==> config.mk <==
export PLATFORM = sky130hd
export DESIGN_NAME = pfn_ram
export DESIGN_NICKNAME = d
export VERILOG_FILES = /design/src/rtl/pfn_ram.sv
export SDC_FILE = /design/constraint.sdc
export NUM_CORES = 2
export LEC_CHECK = 0
export BUFFER_PORTS_ARGS = -buffer_cell sky130_fd_sc_hd__buf_2
export CORE_MARGIN = 3
export CORE_UTILIZATION = 46
export CTS_CLUSTER_SIZE = 8
export DETAILED_ROUTE_END_ITERATION = 8
export GPL_ROUTABILITY_DRIVEN = 0
export PLACE_DENSITY_LB_ADDON = 0.1
export SYNTH_ARGS = -nofsm -noshare
export SYNTH_HDL_FRONTEND = slang
export SYNTH_SLANG_ARGS = --single-unit
export TNS_END_PERCENT = 100
==> constraint.sdc <==
create_clock -name clk -period 2.7 [get_ports clk]
set_input_delay 0.405 -clock clk [delete_from_list [all_inputs] [get_ports clk]]
set_output_delay 0.405 -clock clk [all_outputs]
set_load 0.01 [all_outputs]
==> src/rtl/pfn_ram.sv <==
// ---------------------------------------------------------------------------
// pfn_ram
// generic single-port ram, registered read
// ---------------------------------------------------------------------------
module pfn_ram #(
  parameter int unsigned WIDTH = 8,
  parameter int unsigned DEPTH = 256
) (
  input  logic                     clk,
  input  logic                     we,
  input  logic [$clog2(DEPTH)-1:0] addr,
  input  logic [WIDTH-1:0]         wdata,
  output logic [WIDTH-1:0]         rdata
);

  logic [WIDTH-1:0] mem [DEPTH];

  always_ff @(posedge clk) begin
    if (we) begin
      mem[addr] <= wdata;
    end
    rdata <= mem[addr];
  end

endmodule
==> results_dict.tcl <==
set metrics [dict create \
    yosys.area.top_type "edfxtp_1" \
    p_int_uw 57000 \
    worstPathArrival_ps 3380 \
    port_buffers 25 \
    start_kind "flop" \
    area_delta_synth_final_pct 20.4 \
    worst-path-max-fanout 2 \
    die_w_um 419 \
    hp-start "wdata[3]" \
    r2r_start "mem[61][7]" \
    fp.dieH_um 419 \
    grt-ovfl-total 0 \
    reg2reg_to "rdata[7]" \
    worst_pin_slew_ps 879 \
    p_sw_share_pct 20.1 \
    drtIter0Drc 4539 \
    drive_gt1_share_pct 35.1 \
    p_switching_uw 14400 \
    yosysMostFrequentCell "edfxtp_1" \
    reg2reg_depth 6 \
    hold_slack_ps 46.7 \
    syn-cell-area_um2 78500 \
    crit_chain "mux4_2, a22oi_1, a21oi_1, o41ai_1, buf_4, nand4_1" \
    stdcell_count 6546 \
    antenna_left 0 \
    path_depth 6 \
    clock_path_buffers 4 \
    grt_max_degree 90 \
    start_util_pct 46.6 \
    status "finished clean" \
    p_comb_share_pct 4.8 \
    layout.nets 4326 \
    fillers 12300 \
    reg2reg_slack_ps 70 \
    drv_slew 0 \
    path_class "flop to flop" \
    fmax_mhz 381 \
    die_area_um2 176000 \
    worstHoldPathCells 1 \
    timing.final.crit_share_pct 97.3 \
    netlist_instances 3547 \
    clk_pin_slew_ps 50 \
    synth.top_cell.area_share_pct 78.3 \
    setup_viol 0 \
    drv_cap 0 \
    core_area_um2 168000 \
    hold_end "mem[124][3]" \
    cp_data_required_time_ps 3450 \
    hpwl_mm 133 \
    vias_per_cell 6.06 \
    vias 39700 \
    cellLeakagePower_uw 0.0304 \
    cp_num_buf_inv 1 \
    finalWirelength_mm 207 \
    cts_num_sinks 2056 \
    ys_top_cells_by_count "2048 x edfxtp_1, 512 x mux4_2, 256 x a22oi_1" \
    async_flop_share_pct 0 \
    min-delay-path-class "primary input to flop" \
    max_stage_delay_ps 810 \
    clock_latency_ps 880 \
    dpl.cell_count 6200 \
    synth_edf_count 2048 \
    ir_drop_v 0.000667 \
    dr.pass1.iters 8 \
    grt_pass1_wl_mm 302 \
    drc_errors 0 \
    relSlewSlack_pct 41.2 \
    powerDensity_nw_per_um2 755 \
    cts_buffers 307 \
    synth_ff_type "edfxtp_1" \
    post-cts-setup-buffer-count 0 \
    worst_setup_path_end_kind "flop" \
    rows 150 \
    cts_root_buf "clkbuf_16" \
    cp_top_family "compound AO/OA/AOI/OAI gates" \
    synth_area_per_cell_um2 22.1 \
    hold_violations 0 \
    yosys_warnings 0 \
    yosys-top-cells-area "edfxtp_1 78%, mux4_2 15%, a22oi_1 2.4%" \
    antenna_found_initial 12 \
    crit_slowest_cell "o41ai_1" \
    yosysUniqueCellTypes 22 \
    rsz0062_at_grt "false" \
    grt_pass1_vias 42000 \
    power_uw 71400 \
    cts_tree "yes" \
    globalRouteTotalUtil_pct 24.0 \
    wire_per_inst_um 31.6 \
    period_minus_slack_ps 2630 \
    final_core_util_pct 56.1 \
    synth-seq-cells 2056 \
    ios 26 \
    seq_power_share_pct 49.5 \
    yosysSeqAreaShare_pct 78.6 \
    p_clk_share_pct 45.7 \
    worst_clock_skew_ps 33.4 \
    htree_levels 5 \
    synth.net_count 3565 \
]
layout make-up:
cell class	count	area, um2	share of cell area, %
Sequential cell	2056	61700	65.2
Clock inverter	6	46.3	0.0490
Tap cell	2204	2760	2.92
Antenna cell	3	7.51	0.00794
Timing Repair Buffer	684	6300	6.67
Multi-Input combinational cell	1258	15800	16.7
Clock buffer	334	7950	8.42
Inverter	1	3.75	0.00397
kinds of logic (layout without fill, tap and decap cells):
kind of cell,after synthesis,after routing,synth area share (%)
AOI/OAI and AO/OA,416,416,3.62
other,0,3,0
and+or+nand+nor,330,330,1.73
DFF,2056,2056,78.6
muxes,512,512,14.7
buffers and inverters,233,1025,1.40
metal layers:
metal	vias to the layer above	track usage, %	part of all wire [%]
met3	374	4.44	6.9
li1	16500	-	-
met5	-	0	0.0058
met1	21200	33.3	41
met2	1626	38.9	49
met4	2	7.99	3.4
registers in the layout, summed over array words and instances (netlist names):
name / flops
rdata: 8
mem: 2048
how the worst max path moves through the flow:
stage	start	to	slack (ps)
after floorplan	addr[1]	mem[111][0]	80
after global placement	addr[0]	rdata[2]	-870
after detailed placement	addr[0]	rdata[4]	-900
after CTS	mem[61][7]	rdata[7]	40
after global routing	mem[139][1]	rdata[1]	40
final	mem[61][7]	rdata[7]	70
power groups by stage:
| stage | logic (uW) | clock network, uW | registers, uW |
|---|---|---|---|
| floorplan | 1560 | 0 | 35900 |
| global placement | 3430 | 0 | 35900 |
| detailed placement | 3480 | 0 | 35900 |
| CTS | 3500 | 33400 | 35300 |
| global route | 3650 | 34700 | 35300 |
| finish | 3440 | 32700 | 35300 |
cells in the final DEF (no fill, tap or decap), drive strengths merged, types with 5 or more instances in the layout:
cell,instances
edfxtp,2048
buf,676
mux4,512
clkbuf,339
a22oi,256
nor2,232
a21oi,128
o41ai,32
nor3,30
nand2,28
nand3,13
nand4,8
dfxtp,8
nor2b,7
nand2b,6
inv,5
timing repair:
| action | 4_1_cts | 5_1_grt |
|---|---|---|
| hold endpoints to repair | 95 | 0 |
| endpoints found under the setup margin | 2 | 1 |
| hold buffers | 3 | 0 |
| resized for setup | 2 | 1 |
stage by stage:
step / TNS (ps) / setup WS, ps / area, um2
floorplan: 0 / 76.3 / 78500
global placement: -61110 / -874 / 86500
detailed placement: -61130 / -902 / 86500
CTS: 0 / 40.7 / 94500
global route: 0 / 38.6 / 94500
finish: 0 / 72.2 / 94500
worst reg2reg max path: stages (launching register included):
cell	delay, ps
edfxtp_1	360
mux4_2	490
a22oi_1	260
a21oi_1	280
o41ai_1	810
buf_4	230
nand4_1	100
Power figures use the tool's default switching activity.
